`src/hw/rtl/rdc_pkg.sv`:
```
// Package with the request, response and channel state types of the datagram channel core.
`default_nettype none
package rdc_pkg;

	localparam int SEQ_W   = 31;
	localparam int WORD_W  = 32;
	localparam int LEN_W   = 11;
	localparam int COST_W  = 16;
	localparam int CLEAR_W = 48;
	localparam int CHOKE_W = 24;
	localparam int OP_W    = 3;

	localparam int HDR_BYTES      = 8;
	localparam int BACKUP_PACKETS = 200;

	localparam logic [OP_W-1:0] OP_SEND          = 3'd0;
	localparam logic [OP_W-1:0] OP_RECEIVE       = 3'd1;
	localparam logic [OP_W-1:0] OP_CAN_SEND      = 3'd2;
	localparam logic [OP_W-1:0] OP_CAN_SEND_REL  = 3'd3;
	localparam logic [OP_W-1:0] OP_CHAN_RESET    = 3'd4;

	typedef struct packed {
		logic [OP_W-1:0]   opcode;
		logic [WORD_W-1:0] current_time;
		logic [LEN_W-1:0]  unreliable_length;
		logic [LEN_W-1:0]  pending_length;
		logic              pending_overflowed;
		logic [WORD_W-1:0] seq_word;
		logic [WORD_W-1:0] ack_word;
	} req_t;

	typedef struct packed {
		logic              ok;
		logic [WORD_W-1:0] out_seq_word;
		logic [WORD_W-1:0] out_ack_word;
		logic [LEN_W-1:0]  packet_length;
		logic              reliable_included;
		logic              unreliable_included;
		logic              pending_taken;
		logic              fatal_error;
		logic [WORD_W-1:0] drop_count;
		logic [WORD_W-1:0] good_count;
		logic [WORD_W-1:0] choke_count;
	} rsp_t;

	typedef struct packed {
		logic [SEQ_W-1:0]   in_seq;
		logic [SEQ_W-1:0]   out_seq;
		logic [SEQ_W-1:0]   last_rel_out_seq;
		logic               in_rel_toggle;
		logic               in_rel_acked;
		logic               fatal;
		logic [LEN_W-1:0]   reliable_length;
		logic [CLEAR_W-1:0] clear_time;
		logic [WORD_W-1:0]  drops;
		logic [WORD_W-1:0]  goods;
		logic [WORD_W-1:0]  chokes;
	} state_t;

endpackage
`default_nettype wire

```
`src/hw/rtl/rdc_if.sv`:
```
// Valid/ready channel interfaces for the request and response streams.
`default_nettype none
interface rdc_req_if;
	logic          valid;
	logic          ready;
	rdc_pkg::req_t data;

	modport source (output valid, output data, input ready);
	modport sink (input valid, input data, output ready);
endinterface

interface rdc_rsp_if;
	logic          valid;
	logic          ready;
	rdc_pkg::rsp_t data;

	modport source (output valid, output data, input ready);
	modport sink (input valid, input data, output ready);
endinterface
`default_nettype wire

```
`src/hw/rtl/rdc_step.sv`:
```
// Combinational next-state and response logic for one channel request.
`default_nettype none
module rdc_step #(
	parameter int DATAGRAM_BYTES = 1024
) (
	input  rdc_pkg::state_t                 st,
	input  logic [rdc_pkg::COST_W-1:0]      byte_cost,
	input  logic [rdc_pkg::CHOKE_W-1:0]     choke_cost,
	input  rdc_pkg::req_t                   item,
	output rdc_pkg::state_t                 nxt,
	output rdc_pkg::rsp_t                   res,
	output logic                            clr_cost
);

	localparam int SZW = $clog2(DATAGRAM_BYTES + 2056);
	localparam logic [SZW-1:0] DB  = SZW'(DATAGRAM_BYTES);
	localparam logic [SZW-1:0] HDR = SZW'(rdc_pkg::HDR_BYTES);

	logic                            rel_resend;
	logic                            take;
	logic                            send_rel;
	logic [rdc_pkg::LEN_W-1:0]       plen_sat;
	logic [rdc_pkg::LEN_W-1:0]       rel_len;
	logic [SZW-1:0]                  size_rel;
	logic [SZW-1:0]                  size_a;
	logic [SZW-1:0]                  ulen;
	logic                            fits;
	logic [SZW-1:0]                  size;
	logic [SZW+rdc_pkg::COST_W-1:0]  cost;
	logic [rdc_pkg::CLEAR_W-1:0]     now_ext;
	logic [rdc_pkg::CLEAR_W-1:0]     base;
	logic [rdc_pkg::WORD_W:0]        limit;
	logic                            send_allowed;
	logic [rdc_pkg::SEQ_W-1:0]       rx_seq;
	logic                            rx_new;
	logic                            rx_gap;

	always_comb begin
		rel_resend = (st.in_seq > st.last_rel_out_seq) && (st.in_rel_toggle != st.in_rel_acked);
		take       = (st.reliable_length == '0) && (item.pending_length != '0);
		plen_sat   = (SZW'(item.pending_length) > DB) ? DB[rdc_pkg::LEN_W-1:0]
		                                              : item.pending_length;
		rel_len    = take ? plen_sat : st.reliable_length;
		send_rel   = rel_resend || take;
		size_rel   = HDR + SZW'(rel_len);
		size_a     = send_rel ? ((size_rel > DB) ? DB : size_rel) : HDR;
		ulen       = SZW'(item.unreliable_length);
		fits       = (DB - size_a) >= ulen;
		size       = fits ? (size_a + ulen) : size_a;
		cost       = (SZW+rdc_pkg::COST_W)'(size) * (SZW+rdc_pkg::COST_W)'(byte_cost);
		now_ext    = rdc_pkg::CLEAR_W'(item.current_time);
		base       = (st.clear_time < now_ext) ? now_ext : st.clear_time;

		limit        = (rdc_pkg::WORD_W+1)'(item.current_time)
		             + (rdc_pkg::WORD_W+1)'(choke_cost);
		send_allowed = st.clear_time < rdc_pkg::CLEAR_W'(limit);

		rx_seq = item.seq_word[rdc_pkg::SEQ_W-1:0];
		rx_new = rx_seq > st.in_seq;
		rx_gap = {1'b0, rx_seq} > ({1'b0, st.in_seq} + 32'd1);

		nxt      = st;
		res      = '0;
		clr_cost = 1'b0;

		case (item.opcode)
			rdc_pkg::OP_SEND: begin
				if (item.pending_overflowed) begin
					nxt.fatal = 1'b1;
				end else begin
					if (take) begin
						nxt.reliable_length = plen_sat;
					end
					if (send_rel) begin
						nxt.last_rel_out_seq = st.out_seq;
					end
					nxt.out_seq    = st.out_seq + 31'd1;
					nxt.clear_time = base + rdc_pkg::CLEAR_W'(cost);
					res.ok                  = 1'b1;
					res.out_seq_word        = {send_rel, st.out_seq};
					res.out_ack_word        = {st.in_rel_toggle, st.in_seq};
					res.packet_length       = size[rdc_pkg::LEN_W-1:0];
					res.reliable_included   = send_rel;
					res.unreliable_included = fits;
					res.pending_taken       = take;
				end
			end
			rdc_pkg::OP_RECEIVE: begin
				if (rx_new) begin
					if (rx_gap) begin
						nxt.drops = st.drops + 32'd1;
					end
					if (item.ack_word[rdc_pkg::WORD_W-1] == st.in_rel_toggle) begin
						nxt.reliable_length = '0;
					end
					nxt.in_seq        = rx_seq;
					nxt.in_rel_acked  = item.ack_word[rdc_pkg::WORD_W-1];
					nxt.in_rel_toggle = st.in_rel_toggle ^ item.seq_word[rdc_pkg::WORD_W-1];
					nxt.goods         = st.goods + 32'd1;
					res.ok            = 1'b1;
				end
			end
			rdc_pkg::OP_CAN_SEND: begin
				res.ok = send_allowed;
				if (!send_allowed) begin
					nxt.chokes = st.chokes + 32'd1;
				end
			end
			rdc_pkg::OP_CAN_SEND_REL: begin
				if (st.reliable_length == '0) begin
					res.ok = send_allowed;
					if (!send_allowed) begin
						nxt.chokes = st.chokes + 32'd1;
					end
				end
			end
			rdc_pkg::OP_CHAN_RESET: begin
				nxt                 = '0;
				nxt.reliable_length = st.reliable_length;
				clr_cost            = 1'b1;
				res.ok              = 1'b1;
			end
			default: begin
				nxt = st;
			end
		endcase

		res.fatal_error = nxt.fatal;
		res.drop_count  = nxt.drops;
		res.good_count  = nxt.goods;
		res.choke_count = nxt.chokes;
	end

endmodule
`default_nettype wire

```
`src/hw/rtl/reliable_datagram_channel_core.sv`:
```
// Top level of the reliable datagram channel header and bandwidth core.
//
// Requests arrive on the req channel (send, receive, can_send,
// can_send_reliable, channel reset) and each one yields exactly one response
// on the rsp channel, in order. A request is taken into an input register,
// evaluated against the channel state in a single combinational pass and
// written into the response register together with the state update.
// Responses leave from the response register. Throughput is one request per
// cycle while the receiver does not stall; it is set by the registered state
// update, which the next request reads directly. When the receiver stalls,
// the response register holds and the input register holds one further
// request; req.ready drops only when both are full. The byte cost register
// is written through cfg_we/cfg_wdata; the user must write it only while the
// core is idle, which the block does not enforce. The choke threshold of 200
// packets is precomputed on write. Asynchronous reset clears all channel
// state, the byte cost and both stage valid flags. There are no memories and no clearing pass.
`default_nettype none
module reliable_datagram_channel_core #(
	parameter int DATAGRAM_BYTES = 1024
) (
	input  wire logic                        clk,
	input  wire logic                        arst_n,
	input  wire logic                        cfg_we,
	input  wire logic [rdc_pkg::COST_W-1:0]  cfg_wdata,
	rdc_req_if.sink                          req,
	rdc_rsp_if.source                        rsp
);

	rdc_pkg::req_t                   req_s1;
	logic                            valid_s1;
	rdc_pkg::state_t                 state_q;
	logic [rdc_pkg::COST_W-1:0]      byte_cost_q;
	logic [rdc_pkg::CHOKE_W-1:0]     choke_cost_q;
	rdc_pkg::rsp_t                   rsp_q;
	logic                            rsp_valid_q;

	rdc_pkg::state_t                 state_n;
	rdc_pkg::rsp_t                   rsp_n;
	logic                            clr_cost;
	logic                            advance;
	logic                            fire;

	assign advance   = !rsp_valid_q || rsp.ready;
	assign fire      = valid_s1 && advance;
	assign req.ready = !valid_s1 || advance;
	assign rsp.valid = rsp_valid_q;
	assign rsp.data  = rsp_q;

	rdc_step #(
		.DATAGRAM_BYTES(DATAGRAM_BYTES)
	) u_step (
		.st        (state_q),
		.byte_cost (byte_cost_q),
		.choke_cost(choke_cost_q),
		.item      (req_s1),
		.nxt       (state_n),
		.res       (rsp_n),
		.clr_cost  (clr_cost)
	);

	always_ff @(posedge clk or negedge arst_n) begin
		if (!arst_n) begin
			valid_s1     <= 1'b0;
			rsp_valid_q  <= 1'b0;
			state_q      <= '0;
			byte_cost_q  <= '0;
			choke_cost_q <= '0;
		end else begin
			if (req.ready) begin
				valid_s1 <= req.valid;
			end
			if (advance) begin
				rsp_valid_q <= valid_s1;
			end
			if (fire) begin
				state_q <= state_n;
			end
			if (fire && clr_cost) begin
				byte_cost_q  <= '0;
				choke_cost_q <= '0;
			end else if (cfg_we) begin
				byte_cost_q  <= cfg_wdata;
				choke_cost_q <= rdc_pkg::CHOKE_W'(cfg_wdata)
				              * rdc_pkg::CHOKE_W'(rdc_pkg::BACKUP_PACKETS);
			end
		end
	end

	always_ff @(posedge clk) begin
		if (req.ready && req.valid) begin
			req_s1 <= req.data;
		end
		if (fire) begin
			rsp_q <= rsp_n;
		end
	end

	a_fire_gives_rsp: assert property (@(posedge clk) disable iff (!arst_n)
		fire |=> rsp_valid_q)
		else $error("evaluated request did not produce a response");

	a_stall_holds_s1: assert property (@(posedge clk) disable iff (!arst_n)
		(valid_s1 && !advance) |=> (valid_s1 && $stable(req_s1)))
		else $error("stalled input stage lost its request");

	a_out_seq_only_on_fire: assert property (@(posedge clk) disable iff (!arst_n)
		!fire |=> $stable(state_q.out_seq))
		else $error("outgoing sequence changed without a request");

	a_good_count_step: assert property (@(posedge clk) disable iff (!arst_n)
		(fire && rsp_n.ok && (req_s1.opcode == rdc_pkg::OP_RECEIVE))
		|=> (state_q.goods == $past(state_q.goods) + 32'd1))
		else $error("accepted receive did not advance the good count");

endmodule
`default_nettype wire
```
`src/flat_wrapper.sv`:
```
// flat-port wrapper written by rule: the top's interface ports become plain ports
module reliable_datagram_channel_core_flat 
#(
	parameter int DATAGRAM_BYTES = 1024
)
  (clk, arst_n, cfg_we, cfg_wdata, req_valid, req_data, req_ready, rsp_valid, rsp_data, rsp_ready);
  rdc_req_if req_i ();
  rdc_rsp_if rsp_i ();
  input  wire logic clk;
  input  wire logic arst_n;
  input  wire logic cfg_we;
  input  wire logic [rdc_pkg::COST_W-1:0] cfg_wdata;
  input wire logic [$bits(req_i.valid)-1:0] req_valid;
  input wire logic [$bits(req_i.data)-1:0] req_data;
  output wire logic [$bits(req_i.ready)-1:0] req_ready;
  output wire logic [$bits(rsp_i.valid)-1:0] rsp_valid;
  output wire logic [$bits(rsp_i.data)-1:0] rsp_data;
  input wire logic [$bits(rsp_i.ready)-1:0] rsp_ready;
  assign req_i.valid = req_valid;
  assign req_i.data = req_data;
  assign req_ready = req_i.ready;
  assign rsp_valid = rsp_i.valid;
  assign rsp_data = rsp_i.data;
  assign rsp_i.ready = rsp_ready;
  reliable_datagram_channel_core #(.DATAGRAM_BYTES(DATAGRAM_BYTES)) u_core (.clk(clk), .arst_n(arst_n), .cfg_we(cfg_we), .cfg_wdata(cfg_wdata), .req(req_i), .rsp(rsp_i));
endmodule
```
`config.mk`:
```
export PLATFORM = sky130hd
export DESIGN_NAME = reliable_datagram_channel_core_flat
export DESIGN_NICKNAME = d
export VERILOG_FILES = /design/src/hw/rtl/rdc_pkg.sv /design/src/hw/rtl/rdc_if.sv /design/src/hw/rtl/rdc_step.sv /design/src/hw/rtl/reliable_datagram_channel_core.sv /design/src/flat_wrapper.sv
export SDC_FILE = /design/constraint.sdc
export NUM_CORES = 2
export LEC_CHECK = 0
export BUFFER_PORTS_ARGS = -buffer_cell sky130_fd_sc_hd__buf_2
export CAP_MARGIN = 10
export CORE_UTILIZATION = 55
export DETAILED_ROUTE_END_ITERATION = 10
export PLACE_DENSITY = 0.74
export RECOVER_POWER = 25
export SKIP_CTS_REPAIR_TIMING = 1
export SYNTH_ARGS = -nofsm -noshare
export SYNTH_HDL_FRONTEND = slang
export SYNTH_SLANG_ARGS = --single-unit
```
`constraint.sdc`:
```
create_clock -name clk -period 25.8 [get_ports clk]
set_clock_uncertainty 0.1 [all_clocks]
set_input_delay 5.16 -clock clk [delete_from_list [all_inputs] [get_ports clk]]
set_output_delay 5.16 -clock clk [all_outputs]
set_load 0.02 [all_outputs]
```
Word level (Yosys, flattened, before mapping):

Index checks and enable logic that the tools add are counted.

* flip-flop bits (word level): 591
* logic and storage cells: 122

* add/sub/neg operators: 10
* $mul: 2
* $lt $le $gt $ge: 8
* equal/unequal tests: 10
* muxes and demuxes: 35
* bitwise gates (word level): 2
* reductions and logical operators: 22

Operator list (count)
* case mux 64 bit (2 select lines): 1
* case mux 62 bit (2 select lines): 1
* adder 32 x 1 -> 32 bit (second input constant): 3
* two-way mux 32 bit: 3
* case mux 32 bit (3 select lines): 1
* case mux 48 bit (2 select lines): 1
* two-way mux 79 bit: 1
* two-way mux 64 bit: 1
* greater-than comparator 31 bit: 2
* two-way mux 31 bit: 2
* two-way mux 62 bit: 1
* case mux 31 bit (2 select lines): 1
* two-way mux 59 bit: 1
* adder 48 x 28 -> 48 bit: 1
* < comparator 48 x 32 -> 1 bit: 1
* < comparator 48 x 33 -> 1 bit: 1
* two-way mux 24 bit: 2
* two-way mux 48 bit: 1
* two-way mux 11 bit: 4
* two-way mux 12 bit: 3
* adder 32 x 24 -> 33 bit: 1
* adder 31 x 1 -> 32 bit (second input constant): 1
* greater-than comparator 31 x 32 -> 1 bit: 1
* two-way mux 16 bit: 2
* 34 further kinds: 52

Logic depth before layout (Yosys ltp):

* depth after elaboration: 14
* depth in mapped cells: 48
* gate-level depth less buffers: 44

Hierarchy:

From an unflattened synthesis, not the netlist that was laid out.

* cell total of the unflattened synthesis: 4176
* area, all modules: 42741.0 sq um

By module, submodules not included
* rdc_step: instances 1, cells an instance 3019, area an instance 21514.4 sq um, sequential area each 0.0 sq um
* reliable_datagram_channel_core: instances 1, cells an instance 1157, area an instance 21226.6 sq um, sequential area each 16130.5 sq um

Worst setup path after synthesis:

Ideal clock, no wire load.

* path kind: in2reg
* start point: in rsp_ready
* end point: reg u_core.state_q[34] in the netlist's numbering
* setup time: 387 ps
* arrival: 10923 ps
* data required time: 25313 ps
* path slack: 14390 ps
* stages: 6
* buffers on the path: 2
* cell sequence: nand2b_1 nand2_1 inv_1 clkbuf_1 buf_1 a31oi_1

* cells in the longest elaborated chain, start to end: 2

RTL lines
* start, declared: RTL line flat_wrapper.sv:18 `input wire logic [$bits(rsp_i.ready)-1:0] rsp_ready;`
* logical OR 1 bit: RTL line reliable_datagram_channel_core.sv:43 `assign advance = !rsp_valid_q || rsp.ready;`
* logical AND 1 bit: RTL line reliable_datagram_channel_core.sv:44 `assign fire = valid_s1 && advance;`
* named net u_core.fire: RTL line reliable_datagram_channel_core.sv:41 `logic fire;`
* end signal, assigned: RTL line reliable_datagram_channel_core.sv:76 `state_q <= state_n;`
* end, declared: RTL line reliable_datagram_channel_core.sv:31 `rdc_pkg::state_t state_q;`

The timed path passes the listed nets, and every way through them passes these cells.
A chain may end at the register's enable or synchronous reset.

Final worst setup path:

* start point: reg u_core.state_q[147] in the netlist's numbering
* end point: reg u_core.state_q[143] in the netlist's numbering

* cells in the longest elaborated chain, start to end: 14
* elaborated cells between the ends (all ways): 16
* classes of those cells: 4 x add/sub; 1 x mul; 2 x order compare; 6 x mux; 3 x reduce/logical

RTL lines
* zero test 11 bit: RTL line rdc_step.sv:40 `take = (st.reliable_length == '0) && (item.pending_length != '0);`
* logical AND 1 bit: RTL line rdc_step.sv:40
* two-way mux 11 bit
* adder 4 x 11 -> 12 bit: RTL line rdc_step.sv:45 `size_rel = HDR + SZW'(rel_len);`
* greater-than comparator 12 x 11 -> 1 bit: RTL line rdc_step.sv:46 `size_a = send_rel ? ((size_rel > DB) ? DB : size_rel) : HDR;`
* two-way mux 12 bit: RTL line rdc_step.sv:46
* two-way mux 12 bit (*): RTL line rdc_step.sv:46
* subtractor 11 x 12 -> 12 bit: RTL line rdc_step.sv:48 `fits = (DB - size_a) >= ulen;`
* >= comparator 12 x 11 -> 1 bit: RTL line rdc_step.sv:48
* two-way mux 12 bit (*): RTL line rdc_step.sv:49 `size = fits ? (size_a + ulen) : size_a;`
* multiplier 12 x 16 -> 28 bit (*): RTL line rdc_step.sv:50 `cost = (SZW+rdc_pkg::COST_W)'(size) * (SZW+rdc_pkg::COST_W)'(byte_cost);`
* adder 48 x 28 -> 48 bit (*): RTL line rdc_step.sv:78 `nxt.clear_time = base + rdc_pkg::CLEAR_W'(cost);`
* two-way mux 59 bit (*): RTL line rdc_step.sv:68 `if (item.pending_overflowed) begin`
* case mux 48 bit (2 select lines) (*): RTL line rdc_step.sv:66 `case (item.opcode)`

Every way passes the cells marked *; elsewhere a longest branch is shown, timed or not. The select of a mux whose other input is x is not followed.

==> results <==
- The synthesized net count is 4,840.
- The worst register-to-register path has a setup slack of 13,900 ps.
- After clock tree synthesis, the clock-pin slew on the worst setup and hold paths is 60 ps.
- The total number of placement rows is 98.
- The run finished, with violations left.
- On the worst path, the slowest cell contributes a delay of 560 ps.
- Measured along the x axis, the die boundary spans 271 µm.
- The critical hold path startpoint is u_core.state_q[166]$_DFFE_PN0P_.
- TritonCTS built the clock tree.
- The total buffers and inverters traversed by the critical path is 7.
- The detail route stage leaves a number of antenna-violating nets equal to 0.
- In the final layout, the share of cells above drive strength 1 is 10.4%.
- The final instance area is 44,000 µm².
- The max-slew violation total from the final report was 257.
- The total wire length is 99,000 µm.
- Summing all multi-input logic gate instances after layout gives 22,100 µm².
- The cell sitting at the root of the clock tree is a sky130_fd_sc_hd__clkbuf_16.
- The worst register-to-register path has a depth of 44.
- The worst hold path passes through 2 cells.
- The data arrival time of the critical path is 12,270 ps.
- The detailed router placed 31,400 vias in this run.
- For this configuration, the core starts out at a cell density of 55.6%.
- For this run, the share of the core covered by cells in the final layout is 61.6%.
- The number of flops mapped to enable cells by yosys is 266.
- The cell count after synthesis came out at 4,188.
- The number of buffers created by CTS is 66.
- The final count of hold timing violations is 0.
- The H-tree was split into 3 levels.
- The maximum frequency from static timing analysis is 0.0841 GHz.
- Among all flip-flop cells after synthesis, the most frequent one is sky130_fd_sc_hd__dfrtp_1.
- The estimated wirelength of the detail-placed design is 71,400 µm.
- The data required time of the critical path is 26,180 ps.
- In this run the cell area of the synthesized design comes to 39,700 µm².
- In the routed design, unresolved DRC markers number 0.
- The maximum number of pins on one net before global-route repair is 107.
- For this run the aggregate overflow at the end of global routing stands at 0.
- The capture point of the worst reg-to-reg path is u_core.state_q[143]$_DFFE_PN0P_.
- The number of max-cap violations is 5.
- The later pin in the worst-skew pair is clocked with a latency of 620 ps.
- The actual transition at the worst max-transition pin is 6080 ps.
- The clock passes through at most 3 buffers.
- The number of different library cells used by synthesis comes to 91.
- The category of the most critical setup path is reg -> reg.
- The core region is 71,500 µm².
- Adding up every negative setup slack in the final design gives 0 ps.
- The per-cell via count in the routed design is 5.81.
- The average wire per cell in the routed design is 18.3 µm.
- The worst-path maximum fanout is 17.
- The worst setup path is captured at a flip-flop.
- The final reports fail on max-capacitance violations, max-slew violations.
- The first global-routing pass estimated 161,000 µm of wire.
- The largest individual stage delay along the critical path comes from the cell sky130_fd_sc_hd__fa_1.
- The commonest non-fill, non-tap cell in the layout is sky130_fd_sc_hd__nand2_1.
- The die extent in y is 271 µm.
- The path with the worst hold slack has its endpoint at u_core.state_q[166]$_DFFE_PN0P_.
- Dividing the final minimum period by the clock period gives 46.1%.
- Setup violations remaining at the end of the flow were counted as 0.
- The count of port buffers added during placement is 289.
- The cell seen most often among critical-path stages is sky130_fd_sc_hd__inv_1.
- The count of yosys warnings during synthesis is 0.
- The signed area change from the synthesized netlist to the final layout is 10.8%.
- The post-placement worst setup slack is 13,980 ps.
- In the final layout, flip-flops and latches occupy 15,200 µm².
- The library cells used most frequently in the layout, excluding fill and tap cells, are sky130_fd_sc_hd__nand2_1, sky130_fd_sc_hd__inv_1, sky130_fd_sc_hd__ha_1.
- After the last flow step, the layout net total stands at 5,046.
- Setup repair after global routing left no endpoint under its margin.
- The count of filler cells inserted in the layout is 5,891.
- The via count of the first global-routing pass came to 30,400.
- The final weighted congestion of routability-driven global placement is 0.919.
- The combined global-route utilization of all metal layers is 27.3%.
- The startpoint class of the critical path is a flip-flop.
- For this run, the register share of the synthesized area comes to 38.2%.
- The synthesized design contains 553 register bits.
- The post-synthesis area per instance is 9.48 µm².
- The classification of the worst-slack hold path is reg -> reg.
- Summing all placed instances gives a cell area of 42,000 µm².
- The iteration count of the initial detailed-routing pass is 5.
- In this run the count of I/O pins placed on the die edge is 321.
- After synthesis, the share of flip-flops with an asynchronous set or reset is 51.9%.
- The least setup slack across all paths after layout is 13,900 ps.
- In this run the tightest slew margin relative to its limit is -306%.
- The final critical-path required period is 11,900 ps.
- The first-iteration detailed-routing DRC count is 2,604.
- The critical register-to-register path startpoint is u_core.state_q[147]$_DFFE_PN0P_.
- The clock sink total is 553.
- The initial antenna violation count is 4.
- The floorplan die area is 73,300 µm².
- The gate family responsible for the most delay along the worst path is compound AO/OA/AOI/OAI gates.
## worst max-delay path by stage
stage,start,cells past startpoint,slack (ps),end
2_1_floorplan,rsp_ready,6,14390,u_core.state_q[34]$_DFFE_PN0P_
3_3_place_gp,u_core.state_q[147]$_DFFE_PN0P_,44,14090,u_core.state_q[143]$_DFFE_PN0P_
3_5_place_dp,u_core.state_q[147]$_DFFE_PN0P_,44,13980,u_core.state_q[143]$_DFFE_PN0P_
4_1_cts,u_core.state_q[147]$_DFFE_PN0P_,44,13940,u_core.state_q[143]$_DFFE_PN0P_
5_1_grt,arst_n,4,12780,u_core.state_q[191]$_DFFE_PN0P_
6_report,u_core.state_q[147]$_DFFE_PN0P_,44,13900,u_core.state_q[143]$_DFFE_PN0P_
## sequential cells by signal (all words and copies together), names as in the netlist
signal               count
u_core.choke_cost_q     18
u_core.req_s1           91
u_core.state_q         251
u_core.rsp.valid         1
u_core.rsp.data        175
u_core.byte_cost_q      16
u_core.valid_s1          1
## layout make-up
cell class	instances	area share (%)
Antenna cell	4	0.0227
Clock buffer	86	4.08
Clock inverter	35	0.765
Inverter	466	3.99
Multi-Input combinational cell	2985	50.2
Sequential cell	553	34.5
Tap cell	950	2.70
Timing Repair Buffer	322	3.74
## cells by family after synthesis
kind of cell,after synthesis,share of synthesized area [%]
xor+xnor,136,3.02
mux,67,1.82
fa+ha+maj,509,19.4
compound gates,866,14.0
simple gates,1407,17.3
buf+inv,650,6.29
flops,553,38.2
## synth_stat cells, drive strengths merged, types with 31 or more instances
cell / count / area share (%)
nand2: 505 / 4.8
inv: 465 / 4.4
ha: 329 / 10
dfrtp: 287 / 18
o21ai: 268 / 3.4
edfxtp: 266 / 20
nor2: 240 / 2.3
fa: 180 / 9.1
clkbuf: 155 / 1.5
a21oi: 152 / 1.9
nand3: 150 / 1.9
and2: 149 / 2.4
a31oi: 116 / 1.8
xnor2: 95 / 2.1
a21o: 77 / 1.5
nor3: 74 / 1.0
and3: 60 / 0.96
mux2i: 57 / 1.5
nor2b: 47 / 0.74
o31ai: 46 / 0.87
nand4: 44 / 0.69
xor2: 41 / 0.90
o211ai: 33 / 0.62
nor4: 32 / 0.69
nand2b: 31 / 0.49
## per-layer routing
metal	share of wire, %	track usage [%]	vias to the layer above
met3	5.8	3.74	169
met2	47	44.3	1048
met1	44	37.7	15100
li1	-	-	15000
met4	3.3	9.43	0
met5	0	0	-
## stage by stage
step                hold WS [ps]  std cells
detailed placement           369       5276
floorplan                    349       4188
global placement             360       5276
global route                 395       5401
finish                       375       5401
CTS                          382       5397
## worst min-delay path, cell delays in order, from the launching register on
cell,delay [ps]
sky130_fd_sc_hd__dfrtp_1,340
sky130_fd_sc_hd__nand2_1,40
sky130_fd_sc_hd__o21ai_0,50
Power is left out: the tool's default activity adds up to more than one toggle a clock period on the data nets, which glitch-free logic cannot reach.
